### config.mk
export PLATFORM = sky130hd
export DESIGN_NAME = distance_engagement_hysteresis
export DESIGN_NICKNAME = d
export VERILOG_FILES = /design/src/hdl/dehys_pkg.sv /design/src/hdl/dehys_ctrl.sv /design/src/hdl/dehys_dp.sv /design/src/hdl/distance_engagement_hysteresis.sv
export SDC_FILE = /design/constraint.sdc
export NUM_CORES = 1
export LEC_CHECK = 0
export ABC_AREA = 1
export BUFFER_PORTS_ARGS = -buffer_cell sky130_fd_sc_hd__buf_4
export CORE_MARGIN = 4
export CORE_UTILIZATION = 58
export CTS_CLUSTER_SIZE = 40
export DETAILED_ROUTE_END_ITERATION = 6
export GPL_TIMING_DRIVEN = 0
export HOLD_SLACK_MARGIN = 0.1
export PLACE_DENSITY_LB_ADDON = 0.1
export SLEW_MARGIN = 5
export SYNTH_ARGS = -nofsm -noshare
export SYNTH_HDL_FRONTEND = slang
export SYNTH_SLANG_ARGS = --single-unit
### constraint.sdc
create_clock -name clk_i -period 6.99 [get_ports clk_i]
set_input_delay 0.3495 -clock clk_i [delete_from_list [all_inputs] [get_ports clk_i]]
set_output_delay 0.3495 -clock clk_i [all_outputs]
set_load 0.05 [all_outputs]
### src/hdl/dehys_pkg.sv
`default_nettype none
package dehys_pkg;

  localparam logic [15:0] TIMEOUT_MARK = 16'hFFFF;
  localparam logic [15:0] Q15_ONE      = 16'h8000;

  localparam logic [15:0] RST_AIR      = 16'd0;
  localparam logic [15:0] RST_TOUCH    = 16'd0;
  localparam logic [15:0] RST_ALPHA    = 16'd6554;
  localparam logic [15:0] RST_ON_THR   = 16'd19661;
  localparam logic [15:0] RST_OFF_THR  = 16'd13107;
  localparam logic [15:0] RST_HOLD     = 16'd60;

  localparam int unsigned DIV_STEPS = 16;
  localparam int unsigned CNT_W     = $clog2(DIV_STEPS);

  typedef enum logic [2:0] {
    CFG_AIR    = 3'd0,
    CFG_TOUCH  = 3'd1,
    CFG_CAL_EN = 3'd2,
    CFG_ALPHA  = 3'd3,
    CFG_ON     = 3'd4,
    CFG_OFF    = 3'd5,
    CFG_HOLD   = 3'd6
  } cfg_idx_e;

  typedef enum logic [2:0] {
    ST_IDLE,
    ST_PREP,
    ST_DIV,
    ST_MUL_A,
    ST_MUL_B,
    ST_SUM,
    ST_DECIDE,
    ST_WRITE
  } state_e;

  typedef struct packed {
    logic [15:0] air;
    logic [15:0] touch;
    logic        cal_en;
    logic [15:0] alpha;
    logic [15:0] on_thr;
    logic [15:0] off_thr;
    logic [15:0] hold;
  } cfg_t;

  typedef struct packed {
    logic idle;
    logic prep;
    logic div_step;
    logic mul_a;
    logic mul_b;
    logic sum;
    logic decide;
    logic load_out;
  } ctrl_t;

  typedef struct packed {
    logic bypass;
    logic trivial;
  } status_t;

endpackage
`default_nettype wire

### src/hdl/dehys_ctrl.sv
`default_nettype none
module dehys_ctrl (
  input  wire                clk_i,
  input  wire                rst_ni,
  input  wire                in_fire_i,
  input  wire                out_free_i,
  input  dehys_pkg::status_t sts_i,
  output dehys_pkg::ctrl_t   ctrl_o
);
  import dehys_pkg::*;

  state_e           state_q, state_d;
  logic [CNT_W-1:0] cnt_q, cnt_d;

  always_ff @(posedge clk_i or negedge rst_ni) begin
    if (!rst_ni) begin
      state_q <= ST_IDLE;
      cnt_q   <= '0;
    end else begin
      state_q <= state_d;
      cnt_q   <= cnt_d;
    end
  end

  always_comb begin
    state_d = state_q;
    cnt_d   = cnt_q;
    case (state_q)
      ST_IDLE: begin
        if (in_fire_i) state_d = ST_PREP;
      end
      ST_PREP: begin
        cnt_d = CNT_W'(DIV_STEPS - 1);
        if (sts_i.bypass) begin
          state_d = ST_WRITE;
        end else if (sts_i.trivial) begin
          state_d = ST_MUL_A;
        end else begin
          state_d = ST_DIV;
        end
      end
      ST_DIV: begin
        cnt_d = cnt_q - 1'b1;
        if (cnt_q == '0) state_d = ST_MUL_A;
      end
      ST_MUL_A:  state_d = ST_MUL_B;
      ST_MUL_B:  state_d = ST_SUM;
      ST_SUM:    state_d = ST_DECIDE;
      ST_DECIDE: state_d = ST_WRITE;
      ST_WRITE: begin
        if (out_free_i) state_d = ST_IDLE;
      end
      default:   state_d = ST_IDLE;
    endcase
  end

  always_comb begin
    ctrl_o          = '0;
    ctrl_o.idle     = (state_q == ST_IDLE);
    ctrl_o.prep     = (state_q == ST_PREP);
    ctrl_o.div_step = (state_q == ST_DIV);
    ctrl_o.mul_a    = (state_q == ST_MUL_A);
    ctrl_o.mul_b    = (state_q == ST_MUL_B);
    ctrl_o.sum      = (state_q == ST_SUM);
    ctrl_o.decide   = (state_q == ST_DECIDE);
    ctrl_o.load_out = (state_q == ST_WRITE) && out_free_i;
  end

endmodule
`default_nettype wire

### src/hdl/dehys_dp.sv
`default_nettype none
module dehys_dp (
  input  wire                clk_i,
  input  wire                rst_ni,
  input  dehys_pkg::ctrl_t   ctrl_i,
  input  dehys_pkg::cfg_t    cfg_i,
  input  wire                in_fire_i,
  input  wire  [15:0]        distance_mm_i,
  input  wire  [31:0]        now_ms_i,
  output dehys_pkg::status_t sts_o,
  output logic               sample_valid_o,
  output logic [15:0]        engagement_o,
  output logic               string_active_o,
  output logic               state_changed_o
);
  import dehys_pkg::*;

  logic [15:0] dist_q;
  logic [31:0] now_q;
  logic [16:0] rem_q, rem_d;
  logic [15:0] den_q;
  logic [15:0] eng_q, eng_d;
  logic [31:0] prod_q, acc_q;
  logic [15:0] level_q, level_d;
  logic        conf_q, conf_d;
  logic        cand_q, cand_d;
  logic [31:0] flip_q, flip_d;
  logic        chg_q, chg_d;

  logic [15:0] d_min, d_clamp;
  logic [15:0] alpha_c, alpha_inv;
  logic [15:0] mul_a_op, mul_b_op;
  logic [31:0] mul_p, acc_sum;
  logic        ge;
  logic [16:0] rem_sub;
  logic        wanted;
  logic [31:0] elapsed;

  assign sts_o.bypass  = (dist_q == TIMEOUT_MARK) || !cfg_i.cal_en;
  assign sts_o.trivial = (cfg_i.touch >= cfg_i.air);

  assign d_min   = (dist_q > cfg_i.air) ? cfg_i.air : dist_q;
  assign d_clamp = (d_min < cfg_i.touch) ? cfg_i.touch : d_min;

  assign ge      = (rem_q >= {1'b0, den_q});
  assign rem_sub = ge ? (rem_q - {1'b0, den_q}) : rem_q;

  assign alpha_c   = (cfg_i.alpha > Q15_ONE) ? Q15_ONE : cfg_i.alpha;
  assign alpha_inv = Q15_ONE - alpha_c;
  assign mul_a_op  = ctrl_i.mul_a ? alpha_c : alpha_inv;
  assign mul_b_op  = ctrl_i.mul_a ? eng_q : level_q;
  assign mul_p     = mul_a_op * mul_b_op;
  assign acc_sum   = acc_q + prod_q;

  assign wanted  = conf_q ? !(level_q < cfg_i.off_thr) : (level_q > cfg_i.on_thr);
  assign elapsed = now_q - flip_q;

  always_comb begin
    rem_d = rem_q;
    eng_d = eng_q;
    if (ctrl_i.prep) begin
      rem_d = {1'b0, cfg_i.air - d_clamp};
      eng_d = (cfg_i.touch == cfg_i.air) ? 16'd0 : Q15_ONE;
      if (!sts_o.trivial) eng_d = '0;
    end else if (ctrl_i.div_step) begin
      rem_d = {rem_sub[15:0], 1'b0};
      eng_d = {eng_q[14:0], ge};
    end
  end

  always_comb begin
    level_d = level_q;
    conf_d  = conf_q;
    cand_d  = cand_q;
    flip_d  = flip_q;
    chg_d   = chg_q;
    if (ctrl_i.prep) chg_d = 1'b0;
    if (ctrl_i.sum) level_d = acc_sum[30:15];
    if (ctrl_i.decide) begin
      if (wanted != cand_q) begin
        cand_d = wanted;
        flip_d = now_q;
      end else if ((elapsed > {16'd0, cfg_i.hold}) && (conf_q != cand_q)) begin
        conf_d = cand_q;
        chg_d  = 1'b1;
      end
    end
  end

  always_ff @(posedge clk_i) begin
    if (in_fire_i) begin
      dist_q <= distance_mm_i;
      now_q  <= now_ms_i;
    end
    if (ctrl_i.prep) den_q <= cfg_i.air - cfg_i.touch;
    rem_q <= rem_d;
    eng_q <= eng_d;
    if (ctrl_i.mul_a || ctrl_i.mul_b) prod_q <= mul_p;
    if (ctrl_i.mul_b) acc_q <= prod_q;
  end

  always_ff @(posedge clk_i or negedge rst_ni) begin
    if (!rst_ni) begin
      level_q <= '0;
      conf_q  <= 1'b0;
      cand_q  <= 1'b0;
      flip_q  <= '0;
      chg_q   <= 1'b0;
    end else begin
      level_q <= level_d;
      conf_q  <= conf_d;
      cand_q  <= cand_d;
      flip_q  <= flip_d;
      chg_q   <= chg_d;
    end
  end

  assign sample_valid_o  = (dist_q != TIMEOUT_MARK);
  assign engagement_o    = cfg_i.cal_en ? level_q : 16'd0;
  assign string_active_o = conf_q;
  assign state_changed_o = chg_q;

endmodule
`default_nettype wire

### src/hdl/distance_engagement_hysteresis.sv
`default_nettype none
// Channel | Handshake                    | Payload
// --------+------------------------------+------------------------------------------
// in      | in_valid_i / in_stall_o      | distance_mm_i, now_ms_i
// out     | out_valid_o / out_stall_i    | sample_valid_o, engagement_o,
//         |                              | string_active_o, state_changed_o
// cfg     | cfg_we_i, cfg_idx_i          | cfg_data_i
//
// Calibrated request, touch below air: acceptance to result runs through setup,
// 16 restoring divider steps, two shared multiplier passes, sum, decision and load;
// a new request is taken only once the sequencer is back in idle. Touch at or above
// air skips the divider. Timeout and uncalibrated requests skip the arithmetic.
// Reset clears sequencer, smoothed level and debounce state; registers get defaults.
// A stalled result sits in the output register while the next request is taken.
module distance_engagement_hysteresis (
  input  wire         clk_i,
  input  wire         rst_ni,
  input  wire         in_valid_i,
  output logic        in_stall_o,
  input  wire  [15:0] distance_mm_i,
  input  wire  [31:0] now_ms_i,
  output logic        out_valid_o,
  input  wire         out_stall_i,
  output logic        sample_valid_o,
  output logic [15:0] engagement_o,
  output logic        string_active_o,
  output logic        state_changed_o,
  input  wire         cfg_we_i,
  input  wire  [2:0]  cfg_idx_i,
  input  wire  [15:0] cfg_data_i
);
  import dehys_pkg::*;

  cfg_t    cfg_q;
  ctrl_t   ctrl;
  status_t sts;
  logic    in_fire;
  logic    out_free;
  logic    out_valid_q, out_valid_d;
  logic    res_sample_valid, res_string_active, res_state_changed;
  logic [15:0] res_engagement;

  assign in_stall_o = !ctrl.idle;
  assign in_fire    = in_valid_i && ctrl.idle;
  assign out_free   = !out_valid_q || !out_stall_i;

  always_ff @(posedge clk_i or negedge rst_ni) begin
    if (!rst_ni) begin
      cfg_q.air     <= RST_AIR;
      cfg_q.touch   <= RST_TOUCH;
      cfg_q.cal_en  <= 1'b0;
      cfg_q.alpha   <= RST_ALPHA;
      cfg_q.on_thr  <= RST_ON_THR;
      cfg_q.off_thr <= RST_OFF_THR;
      cfg_q.hold    <= RST_HOLD;
    end else if (cfg_we_i) begin
      case (cfg_idx_e'(cfg_idx_i))
        CFG_AIR:    cfg_q.air     <= cfg_data_i;
        CFG_TOUCH:  cfg_q.touch   <= cfg_data_i;
        CFG_CAL_EN: cfg_q.cal_en  <= cfg_data_i[0];
        CFG_ALPHA:  cfg_q.alpha   <= cfg_data_i;
        CFG_ON:     cfg_q.on_thr  <= cfg_data_i;
        CFG_OFF:    cfg_q.off_thr <= cfg_data_i;
        CFG_HOLD:   cfg_q.hold    <= cfg_data_i;
        default:    ;
      endcase
    end
  end

  dehys_ctrl u_ctrl (
    .clk_i      (clk_i),
    .rst_ni     (rst_ni),
    .in_fire_i  (in_fire),
    .out_free_i (out_free),
    .sts_i      (sts),
    .ctrl_o     (ctrl)
  );

  dehys_dp u_dp (
    .clk_i           (clk_i),
    .rst_ni          (rst_ni),
    .ctrl_i          (ctrl),
    .cfg_i           (cfg_q),
    .in_fire_i       (in_fire),
    .distance_mm_i   (distance_mm_i),
    .now_ms_i        (now_ms_i),
    .sts_o           (sts),
    .sample_valid_o  (res_sample_valid),
    .engagement_o    (res_engagement),
    .string_active_o (res_string_active),
    .state_changed_o (res_state_changed)
  );

  always_comb begin
    out_valid_d = out_valid_q;
    if (ctrl.load_out) begin
      out_valid_d = 1'b1;
    end else if (!out_stall_i) begin
      out_valid_d = 1'b0;
    end
  end

  always_ff @(posedge clk_i or negedge rst_ni) begin
    if (!rst_ni) begin
      out_valid_q <= 1'b0;
    end else begin
      out_valid_q <= out_valid_d;
    end
  end

  always_ff @(posedge clk_i) begin
    if (ctrl.load_out) begin
      sample_valid_o  <= res_sample_valid;
      engagement_o    <= res_engagement;
      string_active_o <= res_string_active;
      state_changed_o <= res_state_changed;
    end
  end

  assign out_valid_o = out_valid_q;

endmodule
`default_nettype wire

# After elaboration in Yosys (flattened, before gate mapping)
# Index checks and enable logic that the tools add are counted.
[word_totals]
word_cells = 117
ram_bits = 0
latchBits = 0
out_inout_bits = 21
regBits = 334
memories = 0
input_bits = 72
rom_bits = 0
[classes]
n_reduce_logical = 25
n_shift = 0
n_eq_ne = 22
bitwise_logic = 1
div = 0
add_sub_neg = 7
n_lt_le_gt_ge = 8
muxes = 26
n_mul = 1
[ops]
columns = ["cell", "n"]
rows = [
  ["16-bit 2-to-1 mux", 12],
  ["16-bit subtractor", 3],
  ["16-bit > comparator", 2],
  ["32-bit by 16-bit > comparator with 1-bit output", 1],
  ["16-bit < comparator", 2],
  ["32-bit subtractor", 1],
  ["31-bit adder", 1],
  ["16-bit by 16-bit multiplier with 31-bit output", 1],
  ["3-bit one-hot mux with 8 select lines", 1],
  ["3-bit equality test (second input constant)", 7],
  ["17-bit by 16-bit greater-or-equal comparator with 1-bit output", 1],
  ["16-bit equality test", 1],
  ["16-bit equality test (second input constant)", 1],
  ["16-bit greater-or-equal comparator", 1],
  ["16-bit > comparator (second input constant)", 1],
  ["16-bit inequality test (second input constant)", 1],
  ["2-bit AND reduction", 8],
  ["16-bit subtractor (first input constant)", 1],
  ["3-bit by 2-bit equality test with 1-bit output (second input constant)", 4],
  ["3-bit 2-to-1 mux", 4],
  ["1-bit 2-to-1 mux", 8],
  ["2-bit by 1-bit inequality test with 1-bit output (second input constant)", 4],
  ["4-bit one-hot mux with 2 select lines", 1],
  ["3-bit by 1-bit equality test with 1-bit output (second input constant)", 2],
  ["other kinds (10)", 21],
]

# Logic depth before layout (Yosys ltp)
# Gate-level depths: netlist (run 1).
[logic_depth]
word_depth = 6
depth_mapped = 43
mapped_depth_nobuf = 41

# Modules after synthesis
# A second synthesis (run 1) with hierarchy kept.
[hier_totals]
cells_unflattened = 3468
area_unflattened_um2 = 28586.2
[by_module_without_submodules]
columns = ["mod", "area_each_um2", "seq_area_each_um2", "cells_per_inst", "instances"]
rows = [
  ["dehys_dp", 23666.4, 6040.8, 2942, 1],
  ["distance_engagement_hysteresis", 4455.5, 3056.7, 456, 1],
  ["dehys_ctrl", 464.2, 175.2, 70, 1],
]

# Least setup slack after synthesis (run 1)
# No wires, ideal clock.
[synth_path]
kind = "register -> register"
start = "register cfg_q[56] in the netlist's numbering"
end = "register u_dp.prod_q[27] (data pin)"
path_stages_with_launch = 40
t_arrival_ps = 7378
setup_slack_ps = -640
path_buffers = 2
setup_time_ps = 252
required_ps = 6738
period_less_slack_ps = 7630
path_cell_list = "dfstp_2 nor2_1 nand2_1 nor3_1 nand4_1 nand2_2 buf_6 nand2_1 buf_1 ha_1 nand4_2 nor3_2 nand3_2 nand2_2 o21ai_2 or2_4 nand2_4 nand2_1 (+4 left out) fa_1 fa_1 inv_1 fa_1 inv_1 ha_1 a21oi_1 o21ai_0 a21oi_1 o21ai_1 a21boi_1 o21ai_2 a21boi_1 o21ai_1 nand2_1 nand2_1 nand2_1 nand2_1"
[synth_between]
elab_chain_len = 5
[synth_rtl]
columns = ["element", "line", "text"]
rows = [
  ["start, declared", "distance_engagement_hysteresis.sv:34", "cfg_t cfg_q;"],
  ["16-bit > comparator", "dehys_dp.sv:48", "assign alpha_c = (cfg_i.alpha > Q15_ONE) ? Q15_ONE : cfg_i.alpha;"],
  ["16-bit 2-to-1 mux (*)", "dehys_dp.sv:48", ""],
  ["16-bit subtractor", "dehys_dp.sv:49", "assign alpha_inv = Q15_ONE - alpha_c;"],
  ["16-bit 2-to-1 mux (*)", "dehys_dp.sv:50", "assign mul_a_op = ctrl_i.mul_a ? alpha_c : alpha_inv;"],
  ["16-bit by 16-bit multiplier with 31-bit output (*)", "dehys_dp.sv:52", "assign mul_p = mul_a_op * mul_b_op;"],
  ["net u_dp.mul_p[27]", "dehys_dp.sv:33", "logic [31:0] mul_p, acc_sum;"],
  ["end signal, assigned", "dehys_dp.sv:98", "if (ctrl_i.mul_a || ctrl_i.mul_b) prod_q <= mul_p;"],
  ["end, declared", "dehys_dp.sv:23", "logic [31:0] prod_q, acc_q;"],
]
# Mark *: on every way through the listed nets, which the timed path passes. The rest lies on a longest branch.
# A chain may end at the register's enable or synchronous reset.

# Final worst setup path (run 1)
[layout_path]
start = "register cfg_q[59] in the netlist's numbering"
end = "register u_dp.prod_q[25] (data pin)"
# The elaborated chain is that of the path after synthesis.

==> results of run 1 <==
-- cell usage in the layout, fill, tap and decap left out, drive strengths merged, types with 3 or more instances in the layout --
cell type,Yosys,final
bufinv,0,3
xnor2,41,41
ha,287,287
clkinvlp,0,4
clkbuf,55,103
dlygate4sd3,0,51
edfxtp,177,177
a31oi,11,11
o211ai,10,10
nor2,276,276
o31ai,3,3
dfstp,27,27
nor3,24,24
o21a,5,5
a211oi,3,3
nor4,7,7
clkinv,3,13
inv,620,621
a21o,9,9
fa,197,197
nand4,18,18
o21ai,246,246
nand3b,3,3
or2,16,16
a21oi,221,221
a21boi,12,12
nand3,104,104
xor2,51,51
nand2,701,701
o21bai,11,11
buf,16,169
o221ai,4,4
o2111ai,3,3
dfrtp,129,129
-- registers in the layout, summed over array words and instances (netlist names), 4 cells and up --
name,count
u_dp.eng_q,16
u_dp.acc_q,31
u_dp.flip_q,32
u_dp.den_q,16
u_dp.level_q,16
u_dp.now_q,32
u_dp.prod_q,31
cfg_q,97
u_ctrl.cnt_q,4
u_dp.dist_q,16
u_dp.rem_q,17
engagement_o,16
-- Yosys cell counts (4+ instances only) --
library cell / n / area [um^2]
or2_2: 15 / 93.8
dfrtp_1: 129 / 3230
nand3_1: 103 / 515
o21a_1: 5 / 37.5
xor2_1: 51 / 447
a21oi_1: 218 / 1090
o21ai_0: 230 / 1150
nor2_1: 268 / 1010
edfxtp_1: 177 / 5320
buf_1: 5 / 18.8
dfstp_2: 27 / 709
inv_1: 617 / 2320
nand4_1: 17 / 106
nand2_2: 7 / 43.8
fa_1: 197 / 3940
nor4_1: 7 / 43.8
o211ai_1: 10 / 75.1
a21boi_0: 7 / 52.6
o21ai_1: 11 / 55.1
a21o_1: 9 / 67.6
clkbuf_1: 55 / 206
ha_1: 287 / 3590
buf_2: 8 / 40.0
xnor2_1: 41 / 359
nand2_1: 693 / 2600
o21bai_1: 11 / 82.6
nor2_2: 7 / 43.8
o21ai_2: 5 / 43.8
nor3_1: 22 / 110
o221ai_1: 4 / 35.0
a31oi_1: 11 / 68.8
-- area by class of cell --
class                           count  area [um^2]
Buffer                             70          348
Clock buffer                       49         1090
Clock inverter                     18          193
Fill cell                        3786        15000
Inverter                          623         2370
Multi-Input combinational cell   2278        16900
Sequential cell                   334         9270
Tap cell                          615          769
Timing Repair Buffer              204         1770
-- cell families after synthesis --
logic type,synth area share
compound gates,0.106
xor+xnor,0.0296
fa+ha+maj,0.270
buf+inv,0.0943
flops,0.332
simple gates,0.168
-- metrics by stage --
stage               setup TNS [ps]  hold WS, ps  instance area (um^2)   util  setup WS (ps)
floorplan                     -206         53.9                 28100      -          -70.6
global placement            -14600          437                 29600  0.621          -1230
detailed placement          -15550          246                 29700  0.624          -1290
CTS                          -2830          135                 32200  0.676           -411
global route                 -8150          177                 32700  0.686           -785
finish                       -4130          163                 32700  0.686           -477
-- metal layers --
layer  GRT usage  share of wire  vias up
met3      0.0453          0.066      128
met1       0.406           0.45    11005
li1            -              -    11083
met5           0              0        -
met2       0.466           0.46      709
met4      0.0738          0.026        0
-- worst paths after layout --
| kind | startpoint | endpoint | slack (ps) |
|---|---|---|---|
| min | cfg_idx_i[0] | cfg_q[64]$_DFFE_PN0P_ | 160 |
| max reg2reg | cfg_q[59]$_DFFE_PN1P_ | u_dp.prod_q[25]$_DFFE_PP_ | -480 |
| min in group asynchronous | rst_ni | u_dp.flip_q[0]$_DFFE_PN0P_ | 260 |
| max | cfg_q[59]$_DFFE_PN1P_ | u_dp.prod_q[25]$_DFFE_PP_ | -480 |
| max in group asynchronous | rst_ni | cfg_q[91]$_DFFE_PN0P_ | 5820 |
| min reg2reg | u_dp.prod_q[0]$_DFFE_PP_ | u_dp.acc_q[0]$_DFFE_PP_ | 450 |
-- worst min-delay path, cell delays in order --
cell and delay (ps):
buf_4 100, nor2_1 60, a31oi_1 150
-- what timing repair did --
action                                  in CTS  in global routing
pin swaps                                   37                 37
endpoints found under the setup margin      20                 25
gates resized for setup                    100                 93
buffers inserted                            36                 22
hold buffers                                51                  0
hold endpoints to repair                    84                  0
==> metrics, run 1 <==
Max Fclk 134 MHz; synthesized instance count 3306; hold crit path type in2reg; Detailed Route WL 73000 um; largest net degree at the start of global routing 123; Distinct cells, synth 62; first-pass GRT wire length 118000 um; GRT Total Usage 0.286; fin nets 4104; Synth Area per Inst 8.45 um^2; Reg2Reg Depth 37; final setup fails 13; Placer Congestion 0.925; area of the die 51800 um^2; RSZ-0062 raised after global routing yes; Max Slew Vio Count 0; Routed Antenna Nets 0; Synth Register Bits 334; clock buffer depth 3; Levels on crit path 37; syn nets 3862; register area share after synthesis 0.332; Worst Max-Slew Pin Slew 1090 ps; DR vias 22925; crit path max fanout 8; crit path kind reg2reg; share of cells above drive strength 1 0.128; Tmin final 7470 ps; setup ws final -477 ps; worst-skew pair later-pin latency 560 ps; Mapped Area 27900 um^2; Worst setup EP type flip-flop; Initial DRT Pass Iterations 5; drt drc 0; worst hold path depth 3; asr flop ratio synth 0.467; Post-DP HPWL 56900 um; Initial Util 0.587; WL per Instance 17.4 um; crit path DAT 7740 ps; IO Count 93; H-Tree Level Count 2; Area growth syn-to-layout 16.9%; initial antenna violation count 0; Primary FF master, synth edfxtp_1; antenna cells 0; Post-synth EDFFs 177; count of final hold-check violations 0; Largest stage delay, worst path 540 ps; status finished, violations left; buffers plus inverters on the worst setup path 6; CTS tree built; Worst Setup Start Kind flip-flop; Worst EP required 7260 ps; CTS Sinks 334; Critical Path Slowest Stage Cell dfstp_2; Die H 228 um; vias per std cell 5.47; Die Span X 228 um; Port Buffers 92; period utilization 1.07; first-iteration detailed-routing DRC count 1762; clk root buf clkbuf_16; failing checks negative setup slack; Slew headroom 0.265; critical path's top delay family adder cells; Num CTS Buffers 37; Worst Clk Skew 19.6 ps; CORE AREA 47600 um^2; total grt overflow 0; post-route insts no fill 4191; MaxCap Viol Count 0; num rows 80; number of global-route vias before repair 23057; crit-path most repeated cell fa_1; placed cells 4017; yosys warns 0; clock slew at reported path FFs 60 ps
Power of run 1 is not shown: default switching activity piles up to over one toggle a cycle in this logic, so the estimate is an artifact.
==> run 2, diff against run 1 <==
--- a/config.mk
+++ b/config.mk
@@ -9,6 +9,7 @@
 export BUFFER_PORTS_ARGS = -buffer_cell sky130_fd_sc_hd__buf_4
 export CORE_MARGIN = 4
 export CORE_UTILIZATION = 58
+export CTS_BUF_LIST = sky130_fd_sc_hd__clkbuf_4 sky130_fd_sc_hd__clkbuf_8 sky130_fd_sc_hd__clkbuf_16
 export CTS_CLUSTER_SIZE = 40
 export DETAILED_ROUTE_END_ITERATION = 6
 export GPL_TIMING_DRIVEN = 0
@@ -18,3 +19,4 @@
 export SYNTH_ARGS = -nofsm -noshare
 export SYNTH_HDL_FRONTEND = slang
 export SYNTH_SLANG_ARGS = --single-unit
+export TNS_END_PERCENT = 1
==> metrics, run 2 (synthesis gave the netlist of run 1 again) <==
Worst Max-Slew Pin Slew 1010 ps (-85.2 ps); Die Span X 228 um (unchanged); CTS Sinks 334 (unchanged); Critical Path Slowest Stage Cell fa_2; Slew headroom 0.329 (+0.0645); num rows 80 (unchanged); fin nets 4092 (-0.29%); final setup fails 14 (+1); number of global-route vias before repair 23103 (+0.20%); clock buffer depth 3 (unchanged); crit path DAT 7830 ps (+90 ps); IO Count 93 (unchanged); Worst EP required 7280 ps (+20 ps); Initial DRT Pass Iterations 6 (+1); WL per Instance 17.6 um (+1.1%); MaxCap Viol Count 0 (unchanged); post-route setup TNS -5080 ps (-956 ps); drt drc 0 (unchanged); Worst Clk Skew 15.2 ps (-4.44 ps); placed inst area 29700 um^2 (unchanged); Placer Congestion 0.933 (+0.90%); DR vias 22923 (-0.0087%); first-pass GRT wire length 119000 um (+0.97%); Largest stage delay, worst path 540 ps (about the same); clk root buf clkbuf_16; met3 WL post-DR 5710 um (+19%); DRT met1 WL 32300 um (-1.1%); Tmin final 7530 ps (+67.8 ps); first-iteration detailed-routing DRC count 1560 (-11%); Initial Util 0.587 (unchanged); most common cell after layout, fill and taps aside nand2_1; Num CTS Buffers 38 (+2.7%); CTS tree built; Post-DP HPWL 57400 um (+0.86%); largest reg by FF count cfg_q; failing checks negative setup slack; max FFs per register 97 (unchanged); Max Fclk 133 MHz (-0.90%); worst-skew pair later-pin latency 570 ps (about the same); CORE AREA 47600 um^2 (unchanged); hold crit path type in2reg; Die H 228 um (unchanged); Area growth syn-to-layout 15.8%; crit path max fanout 7 (-1); design area 32400 um^2 (-1.0%); count of final hold-check violations 0 (unchanged); WHS 157 ps (-5.45 ps); setup ws final -545 ps (-67.8 ps); clock slew at reported path FFs 60 ps (about the same); largest registers cfg_q (97), u_dp.flip_q (32), u_dp.now_q (32); status finished, violations left; Detailed Route WL 73700 um (+0.86%); Routed Antenna Nets 0 (unchanged); share of cells above drive strength 1 0.117 (-0.0111); largest net degree at the start of global routing 102 (-17%); Port Buffers 92 (unchanged); H-Tree Level Count 2 (unchanged); Worst setup EP type flip-flop; Max Slew Vio Count 0 (unchanged); Worst Setup Start Kind flip-flop; placed cells 4017 (unchanged); post-route insts no fill 4182 (-0.21%); RSZ-0062 raised after global routing yes; vias per std cell 5.48 (+0.21%); initial antenna violation count 4 (+4); Met2 Routed Length 33600 um (-0.28%); crit path kind reg2reg; GRT Total Usage 0.291 (+0.00469); Filler cells 3862 (+2.0%); total grt overflow 0 (unchanged); most frequent cells in the layout nand2_1 (676), inv_1 (602), ha_1 (277), nor2_1 (257), o21ai_0 (219); area of the die 51800 um^2 (unchanged); period utilization 1.08 (+0.00969); max layer used met4
run 2: cell type report:
cell class	instances	area (um^2)	share of cell area
timing repair buffer	190	1650	0.0511
tap	615	769	0.0238
inverter	623	2380	0.0736
clock buffer	54	1100	0.0340
clock inverter	16	176	0.00545
antenna	1	2.50	0.0000774
buffer	71	347	0.0107
sequential	334	9270	0.287
multi-input combinational	2278	16600	0.515
run 2: worst max-delay path, delay by kind of cell (launching register included):
| family | cells | cell delay, ps |
|---|---|---|
| buf+inv | 6 | 550 |
| xor+xnor | 1 | 170 |
| simple gates | 13 | 1510 |
| compound gates | 9 | 1160 |
| flops | 1 | 530 |
| fa+ha+maj | 8 | 3320 |
run 2: final timing paths:
check | slack, ps | depth (start not counted) | from | end
max | -540 | 37 | cfg_q[59]$_DFFE_PN1P_ | u_dp.prod_q[25]$_DFFE_PP_
min | 160 | 4 | cfg_idx_i[0] | cfg_q[64]$_DFFE_PN0P_
max reg2reg | -540 | 37 | cfg_q[59]$_DFFE_PN1P_ | u_dp.prod_q[25]$_DFFE_PP_
min reg2reg | 460 | 0 | u_dp.prod_q[6]$_DFFE_PP_ | u_dp.acc_q[6]$_DFFE_PP_
max in group asynchronous | 5800 | 3 | rst_ni | cfg_q[39]$_DFFE_PN1P_
min in group asynchronous | 310 | 2 | rst_ni | u_dp.flip_q[8]$_DFFE_PN0P_
run 2: through the flow:
stage,utilization,worst slack (ps)
after floorplan,-,-70.6
after global placement,0.621,-1450
after detailed placement,0.624,-1480
after CTS,0.675,-421
after global routing,0.679,-890
final,0.679,-545
run 2: what timing repair did:
item | in CTS | in global routing
setup buffers | 38 | 4
cloned | 1 | 0
setup endpoints to repair | 21 | 26
pin swaps | 41 | 17
endpoints found under the hold margin | 105 | 0
hold buffers | 51 | 0
gates resized for setup | 97 | 30
run 2: layer usage:
layer / track usage / vias to the layer above
met1: 0.407 / 11007
met2: 0.469 / 739
met4: 0.0816 / 0
met3: 0.0556 / 127
met5: 0 / -
li1: - / 11050
Power of run 2 is left out for the same reason.
